File: config.mk
export PLATFORM = sky130hd
export DESIGN_NAME = rzpt_regs
export DESIGN_NICKNAME = d
export VERILOG_FILES = /design/src/rtl/core/rzpt_pkg.sv /design/src/rtl/core/rzpt_regs.sv
export SDC_FILE = /design/constraint.sdc
export NUM_CORES = 1
export LEC_CHECK = 0
export BUFFER_PORTS_ARGS = -buffer_cell sky130_fd_sc_hd__clkbuf_2
export CORE_MARGIN = 4
export CORE_UTILIZATION = 41
export DETAILED_ROUTE_END_ITERATION = 8
export PLACE_DENSITY_LB_ADDON = 0.12
export SYNTH_ARGS = -nofsm -noshare
export SYNTH_HDL_FRONTEND = slang
export SYNTH_SLANG_ARGS = --single-unit
File: constraint.sdc
create_clock -name clk_i -period 1.3 [get_ports clk_i]
set_input_delay 0.13 -clock clk_i [delete_from_list [all_inputs] [get_ports clk_i]]
set_output_delay 0.13 -clock clk_i [all_outputs]
set_load 0.01 [all_outputs]
File: src/rtl/core/rzpt_pkg.sv
// Shared types and constants of the rolling z-score pair trader.
// Holds the command/status structs, the register map and the saturation helper.
// No dependencies.
package rzpt_pkg;

  // Field widths that the interface fixes.
  localparam int ACT_W    = 2;
  localparam int POS_W    = 8;
  localparam int CASH_W   = 48;
  localparam int WIN_W    = 7;
  localparam int LIM_W    = 7;
  localparam int THR_W    = 16;
  localparam int SAT_W    = CASH_W + 2;
  // The threshold has 8 fraction bits, so its square has 16.
  localparam int LHS_SHIFT = 16;

  // Configuration port.
  localparam int ADDR_W = 4;
  localparam int DATA_W = 32;
  localparam logic [ADDR_W-3:0] REG_WINDOW    = 2'd0;
  localparam logic [ADDR_W-3:0] REG_POS_LIMIT = 2'd1;
  localparam logic [ADDR_W-3:0] REG_THRESHOLD = 2'd2;

  localparam logic [WIN_W-1:0] WINDOW_RST    = 7'd20;
  localparam logic [LIM_W-1:0] POS_LIMIT_RST = 7'd5;
  localparam logic [THR_W-1:0] THRESHOLD_RST = 16'd512;

  localparam logic signed [CASH_W-1:0] CASH_MAX = {1'b0, {(CASH_W-1){1'b1}}};
  localparam logic signed [CASH_W-1:0] CASH_MIN = {1'b1, {(CASH_W-1){1'b0}}};

  typedef enum logic [ACT_W-1:0] {
    ACT_NONE = 2'd0,
    ACT_BUY  = 2'd1,
    ACT_SELL = 2'd2
  } trade_e;

  typedef struct packed {
    logic [WIN_W-1:0] window_len;
    logic [LIM_W-1:0] position_limit;
    logic [THR_W-1:0] threshold;
  } cfg_t;

  // One strobe per datapath step.
  typedef struct packed {
    logic capture;
    logic sq_new;
    logic sq_old;
    logic update;
    logic deviate;
    logic dev_sq;
    logic thr_sq;
    logic rhs_lo;
    logic rhs_hi;
    logic compare;
    logic trade;
    logic emit;
  } cmd_t;

  typedef struct packed {
    logic full;
    logic out_busy;
  } sts_t;

  function automatic logic signed [CASH_W-1:0] sat_cash(input logic signed [SAT_W-1:0] v);
    logic signed [CASH_W-1:0] r;
    if (v > SAT_W'(CASH_MAX)) begin
      r = CASH_MAX;
    end else if (v < SAT_W'(CASH_MIN)) begin
      r = CASH_MIN;
    end else begin
      r = CASH_W'(v);
    end
    return r;
  endfunction

endpackage

File: src/rtl/core/rzpt_regs.sv
// APB-style configuration registers of the pair trader.
// Depends on rzpt_pkg.
module rzpt_regs
  import rzpt_pkg::*;
(
  input  logic              clk_i,
  input  logic              rst_ni,
  input  logic              psel,
  input  logic              penable,
  input  logic              pwrite,
  input  logic [ADDR_W-1:0] paddr,
  input  logic [DATA_W-1:0] pwdata,
  output logic [DATA_W-1:0] prdata,
  output logic              pready,
  output cfg_t              cfg_o,
  output logic              win_clr_o
);

  cfg_t                cfg_q;
  logic                wr_en;
  logic [ADDR_W-3:0]   reg_idx;

  assign pready  = 1'b1;
  assign reg_idx = paddr[ADDR_W-1:2];
  assign wr_en   = psel && penable && pwrite;

  // A new window length restarts the fill of the window.
  assign win_clr_o = wr_en && (reg_idx == REG_WINDOW);

  always_ff @(posedge clk_i or negedge rst_ni) begin
    if (!rst_ni) begin
      cfg_q.window_len     <= WINDOW_RST;
      cfg_q.position_limit <= POS_LIMIT_RST;
      cfg_q.threshold      <= THRESHOLD_RST;
    end else if (wr_en) begin
      unique case (reg_idx)
        REG_WINDOW:    cfg_q.window_len     <= pwdata[WIN_W-1:0];
        REG_POS_LIMIT: cfg_q.position_limit <= pwdata[LIM_W-1:0];
        REG_THRESHOLD: cfg_q.threshold      <= pwdata[THR_W-1:0];
        default: ;
      endcase
    end
  end

  always_comb begin
    unique case (reg_idx)
      REG_WINDOW:    prdata = DATA_W'(cfg_q.window_len);
      REG_POS_LIMIT: prdata = DATA_W'(cfg_q.position_limit);
      REG_THRESHOLD: prdata = DATA_W'(cfg_q.threshold);
      default:       prdata = '0;
    endcase
  end

  assign cfg_o = cfg_q;

endmodule

==> results.txt <==
The relative area change from synthesis to final layout is 34.1%. The worst vdd rail ir drop came out at 1030 uV. The maximum fanout encountered on the critical timing path came out at 3. The number of flip-flops in the largest register came out at 30. The net total in the final layout is 245.

The maximum number of buffers from clock root to sink came out at 2. Of the total power, the clock network draws around a quarter. The most frequent standard cell in the layout excluding fill and tap cells is sky130_fd_sc_hd__clkbuf_2. The flip-flop and latch count after synthesis came out at 30. The global route total overflow is 0.

The cell area after synthesis came out at approximately 1500 um2. The checks that failed: setup timing. The net switching fraction of the power is 30.5%. The timing startpoint of the critical path is cfg_o[18]. The final worst-path cycle share is 100%.

The sequential area share after synthesis came out at between 40 and 50%. The antenna diode count came out at 0. The H-tree was split into 2 levels. Clock-pin slew was measured on the worst setup and hold paths at 0.06 ns.

The total of buffers placed on input and output ports came out at 69. STA classifies the critical path startpoint as a register. The final-report hold violation count is 0.

The final worst clock skew is 0 ns. The clock sink count came out at 30. The critical path in this run is classified as register to primary output. The library cells used most frequently in the layout, excluding fill and tap cells, are 66 x sky130_fd_sc_hd__clkbuf_2, 30 x sky130_fd_sc_hd__mux2_2, 25 x sky130_fd_sc_hd__dfrtp_1, 17 x sky130_fd_sc_hd__conb_1, 13 x sky130_fd_sc_hd__buf_4. Synthesis instantiated 16 different standard cells from the library. Setup repair after global routing could not meet its margin everywhere. The launch point of the worst reg-to-reg path is cfg_o[16]. The max capacitance violation total came out at 0. The number of vias in the routed layout came out at 1144. The data required time at the worst endpoint came out at 1.17 ns.

The clock tree from TritonCTS is built. The count of nets left with antenna violations once routing finished came out at 0. The aggregate routed wire length is 3360 um.

The total I/O pin count is roughly 110. The power density over the cells came out at around 1400 nW/um2. The overall routing resource usage came out at 15.2%. The share of cells above drive strength 1 came out at between 60% and 70%. The leakage component of the power is 1.06 nW. In this run the most critical hold path is launched from pwdata[14]. The depth of the worst hold-timing path came out at 2. For this configuration, the core starts out at a cell density of 44.1%. The wire length of the first global-routing pass came out at around 5100 um.

The worst-case setup margin in the final layout is -0.00618 ns. The flow ran to the end, but the final reports show violations. The path with the worst hold slack has its endpoint at cfg_o[14]. The detailed-routing iteration count for the pre-antenna-repair pass came out at 3. The routability congestion estimate from global placement came out at 0.793. The sequential power share is a little under half. The worst hold path belongs to the class primary input to register. The instance area at placement is 1930 um2. The core area is between 3000 and 4000 um2.

The initial antenna violation count is 0. The residual DRC count is 0. The worst reg2reg path depth is 2. The worst setup path is captured at a primary output.

Derived from the worst setup path, the maximum achievable clock frequency is 766 MHz. The final standard cell area without fillers is between 2000 and 2500 um2. The design internal power came out at 2.01 mW. The slack of the worst reg-to-reg path came out at 0.48 ns.

The clock insertion delay at the later pin of the skew report came out at 0.27 ns. The Yosys step of the flow raised 0 warnings. The gate count of the mapped netlist came out at between 100 and 150. The core occupancy in the finished layout is 59.1%.

The capturing point of the worst reg2reg path is cfg_o[16]. The mean post-synth cell area is 12.7 um2. In the final routed layout, each cell accounts on average for 13.4 um. The first-iteration detailed-routing DRC count came out at 25. The via count of the first global-routing pass is 1085.

The switching power summed over all nets is about 0.9 mW. The height of the die came out at 68.8 um. The pre-CTS worst setup slack is -0.0300 ns. Counting the buffers created by CTS gives 5. The chip width came out at ~69 um. The time the final worst path needs with I/O delays and setup came out at 1.31 ns. The HPWL reported at the end of detailed placement came out at 2670 um. For the worst setup path, the data arrival time is 1.18 ns. The number of pins exceeding their max-slew limit in the final report came to 0. The setup TNS came out at -0.00618 ns. Setup violations remaining at the end of the flow were counted as 1. The combinational share of power is 30.2%. The number of standard-cell rows in the floorplan came out at 21. After detailed routing, the number of vias per cell comes to about 4.6. The area of the die is 4740 um2.

The largest net degree at the start of global routing came out at 17. In this run the clock root is driven by a sky130_fd_sc_hd__clkbuf_8.
-- synth_stat cells --
cell type                  number  area [um2]
sky130_fd_sc_hd__nor3b_4        1        18.8
sky130_fd_sc_hd__buf_6          3        33.8
sky130_fd_sc_hd__nor2b_1        1        6.26
sky130_fd_sc_hd__mux2i_1        7        70.1
sky130_fd_sc_hd__nand3_2        1        10.0
sky130_fd_sc_hd__and2_1         9        56.3
sky130_fd_sc_hd__o21ai_0        7        35.0
sky130_fd_sc_hd__dfrtp_1       25         626
sky130_fd_sc_hd__nand2_1        7        26.3
sky130_fd_sc_hd__dfstp_2        5         131
sky130_fd_sc_hd__or3b_1         1        8.76
sky130_fd_sc_hd__conb_1         2        7.51
sky130_fd_sc_hd__mux2_2        30         338
sky130_fd_sc_hd__nor3_2         1        10.0
sky130_fd_sc_hd__buf_4         18         135
sky130_fd_sc_hd__clkbuf_1       1        3.75
-- power by group through the flow --
stage / clock [mW] / sequential [mW] / combinational [mW]
finish: 0.686 / 1.34 / 0.876
global route: 0.761 / 1.37 / 0.965
CTS: 0.712 / 1.34 / 0.881
detailed placement: 0 / 1.36 / 0.872
floorplan: 0 / 1.44 / 0.389
global placement: 0 / 1.34 / 0.861
-- metrics by stage --
stage	power, mW	hold slack (ns)	std cells
global placement	2.20	0.0697	241
floorplan	1.83	-0.166	134
detailed placement	2.23	0.0758	241
CTS	2.93	0.0784	250
finish	2.90	0.0840	251
global route	3.09	0.0770	251
-- per-layer routing --
layer,vias to the layer above,GRT usage [%],share of wire [%]
li1,540,-,-
met5,-,0,0
met3,4,5.51,7.6
met1,552,18.6,42
met4,0,4.38,0.86
met2,48,25.1,50
-- cell families (layout without fill, tap and decap cells) --
group / Yosys count / after routing / share of synthesized area [%]
mux: 37 / 37 / 26.9
compound gates: 7 / 7 / 2.31
simple gates: 21 / 21 / 8.99
buf+inv: 22 / 93 / 11.4
other cells: 2 / 17 / 0.495
flops: 30 / 30 / 49.9
-- layout make-up --
class | count | area [um2]
Sequential cell | 30 | 757
Clock buffer | 8 | 80.1
Multi-Input combinational cell | 82 | 646
Tap cell | 46 | 57.6
Timing Repair Buffer | 85 | 493
Fill cell | 321 | 1410
-- timing repair --
action,4_1_cts,5_1_grt
pin swaps,0,1
hold buffers,1,0
endpoints found under the hold margin,13,0
endpoints found under the setup margin,3,10
resized for setup,3,5
setup buffers,0,1
-- worst max-delay path, stage by stage (launching register included) --
cell                      delay [ns]
sky130_fd_sc_hd__dfstp_2        0.54
sky130_fd_sc_hd__mux2i_1        0.07
sky130_fd_sc_hd__o21ai_1        0.15
sky130_fd_sc_hd__buf_2          0.15
-- worst max path at each step --
stage	endpoint	slack, ns	cells past startpoint
after floorplan	cfg_o[23]	0.02	3
after global placement	cfg_o[11]	0.005	6
after detailed placement	cfg_o[15]	-0.03	6
after CTS	prdata[2]	-0.02	3
after global routing	prdata[2]	-0.06	3
final	prdata[2]	-0.006	3
Note: power is estimated with default switching activity, not from simulation.
