[src/rtl/core/rzpt_pkg.sv]
// Shared types and constants of the rolling z-score pair trader.
// Holds the command/status structs, the register map and the saturation helper.
// No dependencies.
package rzpt_pkg;

  // Field widths that the interface fixes.
  localparam int ACT_W    = 2;
  localparam int POS_W    = 8;
  localparam int CASH_W   = 48;
  localparam int WIN_W    = 7;
  localparam int LIM_W    = 7;
  localparam int THR_W    = 16;
  localparam int SAT_W    = CASH_W + 2;
  // The threshold has 8 fraction bits, so its square has 16.
  localparam int LHS_SHIFT = 16;

  // Configuration port.
  localparam int ADDR_W = 4;
  localparam int DATA_W = 32;
  localparam logic [ADDR_W-3:0] REG_WINDOW    = 2'd0;
  localparam logic [ADDR_W-3:0] REG_POS_LIMIT = 2'd1;
  localparam logic [ADDR_W-3:0] REG_THRESHOLD = 2'd2;

  localparam logic [WIN_W-1:0] WINDOW_RST    = 7'd20;
  localparam logic [LIM_W-1:0] POS_LIMIT_RST = 7'd5;
  localparam logic [THR_W-1:0] THRESHOLD_RST = 16'd512;

  localparam logic signed [CASH_W-1:0] CASH_MAX = {1'b0, {(CASH_W-1){1'b1}}};
  localparam logic signed [CASH_W-1:0] CASH_MIN = {1'b1, {(CASH_W-1){1'b0}}};

  typedef enum logic [ACT_W-1:0] {
    ACT_NONE = 2'd0,
    ACT_BUY  = 2'd1,
    ACT_SELL = 2'd2
  } trade_e;

  typedef struct packed {
    logic [WIN_W-1:0] window_len;
    logic [LIM_W-1:0] position_limit;
    logic [THR_W-1:0] threshold;
  } cfg_t;

  // One strobe per datapath step.
  typedef struct packed {
    logic capture;
    logic sq_new;
    logic sq_old;
    logic update;
    logic deviate;
    logic dev_sq;
    logic thr_sq;
    logic rhs_lo;
    logic rhs_hi;
    logic compare;
    logic trade;
    logic emit;
  } cmd_t;

  typedef struct packed {
    logic full;
    logic out_busy;
  } sts_t;

  function automatic logic signed [CASH_W-1:0] sat_cash(input logic signed [SAT_W-1:0] v);
    logic signed [CASH_W-1:0] r;
    if (v > SAT_W'(CASH_MAX)) begin
      r = CASH_MAX;
    end else if (v < SAT_W'(CASH_MIN)) begin
      r = CASH_MIN;
    end else begin
      r = CASH_W'(v);
    end
    return r;
  endfunction

endpackage

[src/rtl/core/rzpt_ctrl.sv]
// Sequencer of the pair trader: steps one transaction through the datapath.
// Depends on rzpt_pkg.
module rzpt_ctrl
  import rzpt_pkg::*;
(
  input  logic clk_i,
  input  logic rst_ni,
  input  logic in_valid_i,
  output logic in_ready_o,
  input  sts_t sts_i,
  output cmd_t cmd_o
);

  typedef enum logic [11:0] {
    ST_IDLE  = 12'h001,
    ST_SQN   = 12'h002,
    ST_SQO   = 12'h004,
    ST_UPD   = 12'h008,
    ST_DEV   = 12'h010,
    ST_D2    = 12'h020,
    ST_T2    = 12'h040,
    ST_RLO   = 12'h080,
    ST_RHI   = 12'h100,
    ST_CMP   = 12'h200,
    ST_TRADE = 12'h400,
    ST_EMIT  = 12'h800
  } state_e;

  state_e state_q, state_d;

  assign in_ready_o = (state_q == ST_IDLE);

  always_comb begin
    state_d = state_q;
    cmd_o   = '0;
    unique case (state_q)
      ST_IDLE: begin
        if (in_valid_i) begin
          cmd_o.capture = 1'b1;
          state_d       = ST_SQN;
        end
      end
      ST_SQN: begin
        cmd_o.sq_new = 1'b1;
        state_d      = ST_SQO;
      end
      ST_SQO: begin
        cmd_o.sq_old = 1'b1;
        state_d      = ST_UPD;
      end
      ST_UPD: begin
        // While the window fills, the transaction ends here with no result.
        cmd_o.update = 1'b1;
        state_d      = sts_i.full ? ST_DEV : ST_IDLE;
      end
      ST_DEV: begin
        cmd_o.deviate = 1'b1;
        state_d       = ST_D2;
      end
      ST_D2: begin
        cmd_o.dev_sq = 1'b1;
        state_d      = ST_T2;
      end
      ST_T2: begin
        cmd_o.thr_sq = 1'b1;
        state_d      = ST_RLO;
      end
      ST_RLO: begin
        cmd_o.rhs_lo = 1'b1;
        state_d      = ST_RHI;
      end
      ST_RHI: begin
        cmd_o.rhs_hi = 1'b1;
        state_d      = ST_CMP;
      end
      ST_CMP: begin
        cmd_o.compare = 1'b1;
        state_d       = ST_TRADE;
      end
      ST_TRADE: begin
        cmd_o.trade = 1'b1;
        state_d     = ST_EMIT;
      end
      ST_EMIT: begin
        if (!sts_i.out_busy) begin
          cmd_o.emit = 1'b1;
          state_d    = ST_IDLE;
        end
      end
      default: begin
        state_d = ST_IDLE;
      end
    endcase
  end

  always_ff @(posedge clk_i or negedge rst_ni) begin
    if (!rst_ni) begin
      state_q <= ST_IDLE;
    end else begin
      state_q <= state_d;
    end
  end

endmodule

[config.mk]
export PLATFORM = sky130hd
export DESIGN_NAME = rzpt_ctrl
export DESIGN_NICKNAME = d
export VERILOG_FILES = /design/src/rtl/core/rzpt_pkg.sv /design/src/rtl/core/rzpt_ctrl.sv
export SDC_FILE = /design/constraint.sdc
export NUM_CORES = 1
export LEC_CHECK = 0
export ABC_AREA = 1
export BUFFER_PORTS_ARGS = -buffer_cell sky130_fd_sc_hd__buf_2
export CORE_MARGIN = 2
export CORE_UTILIZATION = 30
export DETAILED_ROUTE_END_ITERATION = 6
export GPL_TIMING_DRIVEN = 0
export PLACE_DENSITY = 0.62
export SETUP_SLACK_MARGIN = 0.15
export SLEW_MARGIN = 5
export SYNTH_ARGS = -nofsm -noshare
export SYNTH_HDL_FRONTEND = slang
export SYNTH_SLANG_ARGS = --single-unit
[constraint.sdc]
create_clock -name clk_i -period 3.8 [get_ports clk_i]
set_input_delay 0.38 -clock clk_i [delete_from_list [all_inputs] [get_ports clk_i]]
set_output_delay 0.38 -clock clk_i [all_outputs]
set_load 0.005 [all_outputs]
==> impl_metrics.sql <==
INSERT INTO impl_metrics (metric_group, metric, value, unit) VALUES
('worst_setup_path', 'critical_path.startpoint_type', 'flop', ''),
('layout', 'diodes_inserted', '0', ''),
('layout', 'area.growth.synth_to_final', '20.3', '%'),
('floorplanning', 'initial_utilization', '0.316', ''),
('global_routing', 'grt_first_pass_wirelength', '2.46', 'mm'),
('logic_synthesis', 'netlist_instances', '110', ''),
('floorplanning', 'placeableCoreArea', '0.00248', 'sq mm'),
('clocking', 'cts-htree-levels', '1', ''),
('layout', 'area_used_by_multi_input_combinational_logic', '362', 'sq um'),
('global_routing', 'antenna_found_initial', '0', ''),
('layout', 'fin_util', '0.380', ''),
('clocking', 'post_cts_buffers', '0', ''),
('logic_synthesis', 'mappedNetlistArea', '783', 'sq um'),
('logic_synthesis', 'synth-warning-count', '0', ''),
('worst_setup_path', 'worstSetupPathType', 'flop to primary output', ''),
('placed_design', 'io_buffers', '17', ''),
('clocking', 'cts_num_sinks', '12', ''),
('layout', 'top_regs', 'state_q (12)', ''),
('logic_synthesis', 'yosys.cell_types.count', '19', ''),
('global_routing', 'first_global_vias', '596', ''),
('layout', 'filler_cell_count', '268', ''),
('placed_design', 'detailedPlacementHpwl', '1.24', 'mm'),
('layout', 'design.final.nets', '138', ''),
('clocking', 'cts.root.buffer_cell', 'sky130_fd_sc_hd__clkbuf_4', ''),
('sta', 'layout_worst_path_cycle_share', '0.511', ''),
('floorplanning', 'floorplan.rows', '18', ''),
('route', 'post_drt_via_cell_ratio', '4.26', ''),
('route', 'drtAntennaViolNets', '0', ''),
('logic_synthesis', 'yosys_register_bits', '12', ''),
('clocking', 'cts_buffer_depth', '2', ''),
('global_routing', 'largest_net_degree_at_the_start_of_global_routing', '13', ''),
('power_and_ir_drop', 'peakVddDrop', '300', 'uV'),
('power_and_ir_drop', 'cellLeakagePower', '0.617', 'nW'),
('sta', 'report.final.setup_viol', '0', ''),
('sta', 'rsz0062_at_grt', 'false', ''),
('sta', 'fmax', '515', 'MHz'),
('sta', 'post-route-min-period', '1940', 'ps'),
('clocking', 'cts_made_buffers', '3', ''),
('floorplanning', 'floorplan.die_area', '0.00304', 'sq mm'),
('clocking', 'clock_insertion_delay_worst_skew', '280', 'ps'),
('logic_synthesis', 'synth.avg_cell_area', '7.12', 'sq um'),
('hold_path', 'min_path_type', 'input port to flop', ''),
('power_and_ir_drop', 'int_power', '0.258', 'mW'),
('floorplanning', 'io_pins', '18', ''),
('power_and_ir_drop', 'cell_pwr_density', '468', 'mW/mm^2'),
('placed_design', 'placed_area', '906', 'sq um'),
('layout', 'largest_register_ffs', '12', ''),
('sta', 'worst_slew_margin_rel', '0.788', ''),
('placed_design', 'final_replace_weighted_congestion', '0.768', ''),
('floorplanning', 'die_x', '55.1', 'um'),
('placed_design', 'pre_cts_ws', '2170', 'ps'),
('sta', 'finalSetupTns', '0', 'ps'),
('power_and_ir_drop', 'share_of_power_burned_in_registers', '0.361', ''),
('logic_synthesis', 'synth_nets', '115', ''),
('layout', 'final_common_cell', 'sky130_fd_sc_hd__inv_1', ''),
('power_and_ir_drop', 'power.switching', '0.183', 'mW'),
('power_and_ir_drop', 'power_switching_share', '0.414', ''),
('power_and_ir_drop', 'combinational_group_share_of_total_power', '0.446', ''),
('layout', 'regMostFlops', 'state_q', ''),
('route', 'route.detailed.drc', '0', ''),
('outcome', 'result_of_the_run', 'finished clean', ''),
('route', 'routedWlPerCell', '9.34', 'um'),
('worst_setup_path', 'worstPathRequired', '3420', 'ps'),
('power_and_ir_drop', 'clock_power_share', '0.193', ''),
('worst_setup_path', 'endpoint_kind', 'primary output', ''),
('route', 'wirelength', '1.51', 'mm'),
('layout', 'most-common-layout-cells', '28 x sky130_fd_sc_hd__inv_1, 21 x sky130_fd_sc_hd__nand2_1, 17 x sky130_fd_sc_hd__buf_2, 15 x sky130_fd_sc_hd__nor2_1, 13 x sky130_fd_sc_hd__nor3_1', ''),
('route', 'initialDrtViolationCount', '15', ''),
('sta', 'fin_ws', '1860', 'ps'),
('clocking', 'clock_slew_at_the_register_clock_pins_of_the_worst_setup_and_hold_paths', '80', 'ps'),
('logic_synthesis', 'yosysSeqAreaShare', '0.385', '');
[area by class of cell]
class | count | share of cell area
Clock buffer | 4 | 0.0279
Inverter | 30 | 0.120
Tap cell | 30 | 0.0398
Timing Repair Buffer | 18 | 0.101
Buffer | 1 | 0.00797
Multi-Input combinational cell | 67 | 0.384
Sequential cell | 12 | 0.320
[worst max-delay path, cell delays in order (launching register included)]
cell and delay, ps:
sky130_fd_sc_hd__dfrtp_1 400, sky130_fd_sc_hd__nor2_1 150, sky130_fd_sc_hd__nand2_2 130, sky130_fd_sc_hd__nor2_8 160, sky130_fd_sc_hd__inv_1 90, sky130_fd_sc_hd__nor3_1 130, sky130_fd_sc_hd__buf_4 120, sky130_fd_sc_hd__buf_2 90
[cell families (layout without fill, tap and decap cells)]
logic type,Yosys count,after routing,synth area share
AND/OR/NAND/NOR,63,63,0.430
flip-flops,12,12,0.385
buffers and inverters,31,53,0.153
AO/OA/AOI/OAI,4,4,0.0320
[Yosys cell counts (all sizes together)]
library cell,n,area share
inv,30,0.14
nand2,25,0.15
nor2,21,0.16
nor3,14,0.096
dfrtp,11,0.35
nand3,3,0.032
o21ai,3,0.024
buf,1,0.0096
dfstp,1,0.034
o22ai,1,0.0080
[final timing paths]
kind                             from         end  slack [ps]  depth (start not counted)
max                        state_q[8]    cmd_o[9]        1860                          7
min                          sts_i[1]  state_q[4]         330                          3
max reg2reg                state_q[8]  state_q[0]        2510                          8
min reg2reg                state_q[3]  state_q[3]         590                          3
max in group asynchronous      rst_ni  state_q[0]        3020                          2
min in group asynchronous      rst_ni  state_q[8]         500                          2
[power by group through the flow]
stage          clock [mW]  sequential [mW]  combinational, mW
2_1_floorplan           0            0.160              0.150
3_3_place_gp            0            0.161              0.192
3_5_place_dp            0            0.162              0.196
4_1_cts            0.0890            0.159              0.197
5_1_grt            0.0964            0.162              0.226
6_report           0.0849            0.159              0.197
[metal layers]
layer / vias up / global-route usage / routed length [um]
li1: 373 / - / -
met1: 295 / 0.134 / 709
met2: 17 / 0.200 / 688
met3: 5 / 0.0403 / 91
met4: 0 / 0.0488 / 23
met5: - / 0 / 0
[through the flow]
step,hold slack [ps],std cells,total power [mW]
6_report,327,162,0.441
5_1_grt,316,162,0.484
4_1_cts,320,162,0.445
3_5_place_dp,277,157,0.358
3_3_place_gp,276,157,0.354
2_1_floorplan,84.4,110,0.309
[timing repair]
action                    CTS  global route
hold buffers                1             0
gates resized for setup     0             0
hold endpoints to repair   11             0
No activity file was read; power rests on OpenSTA's default activity.
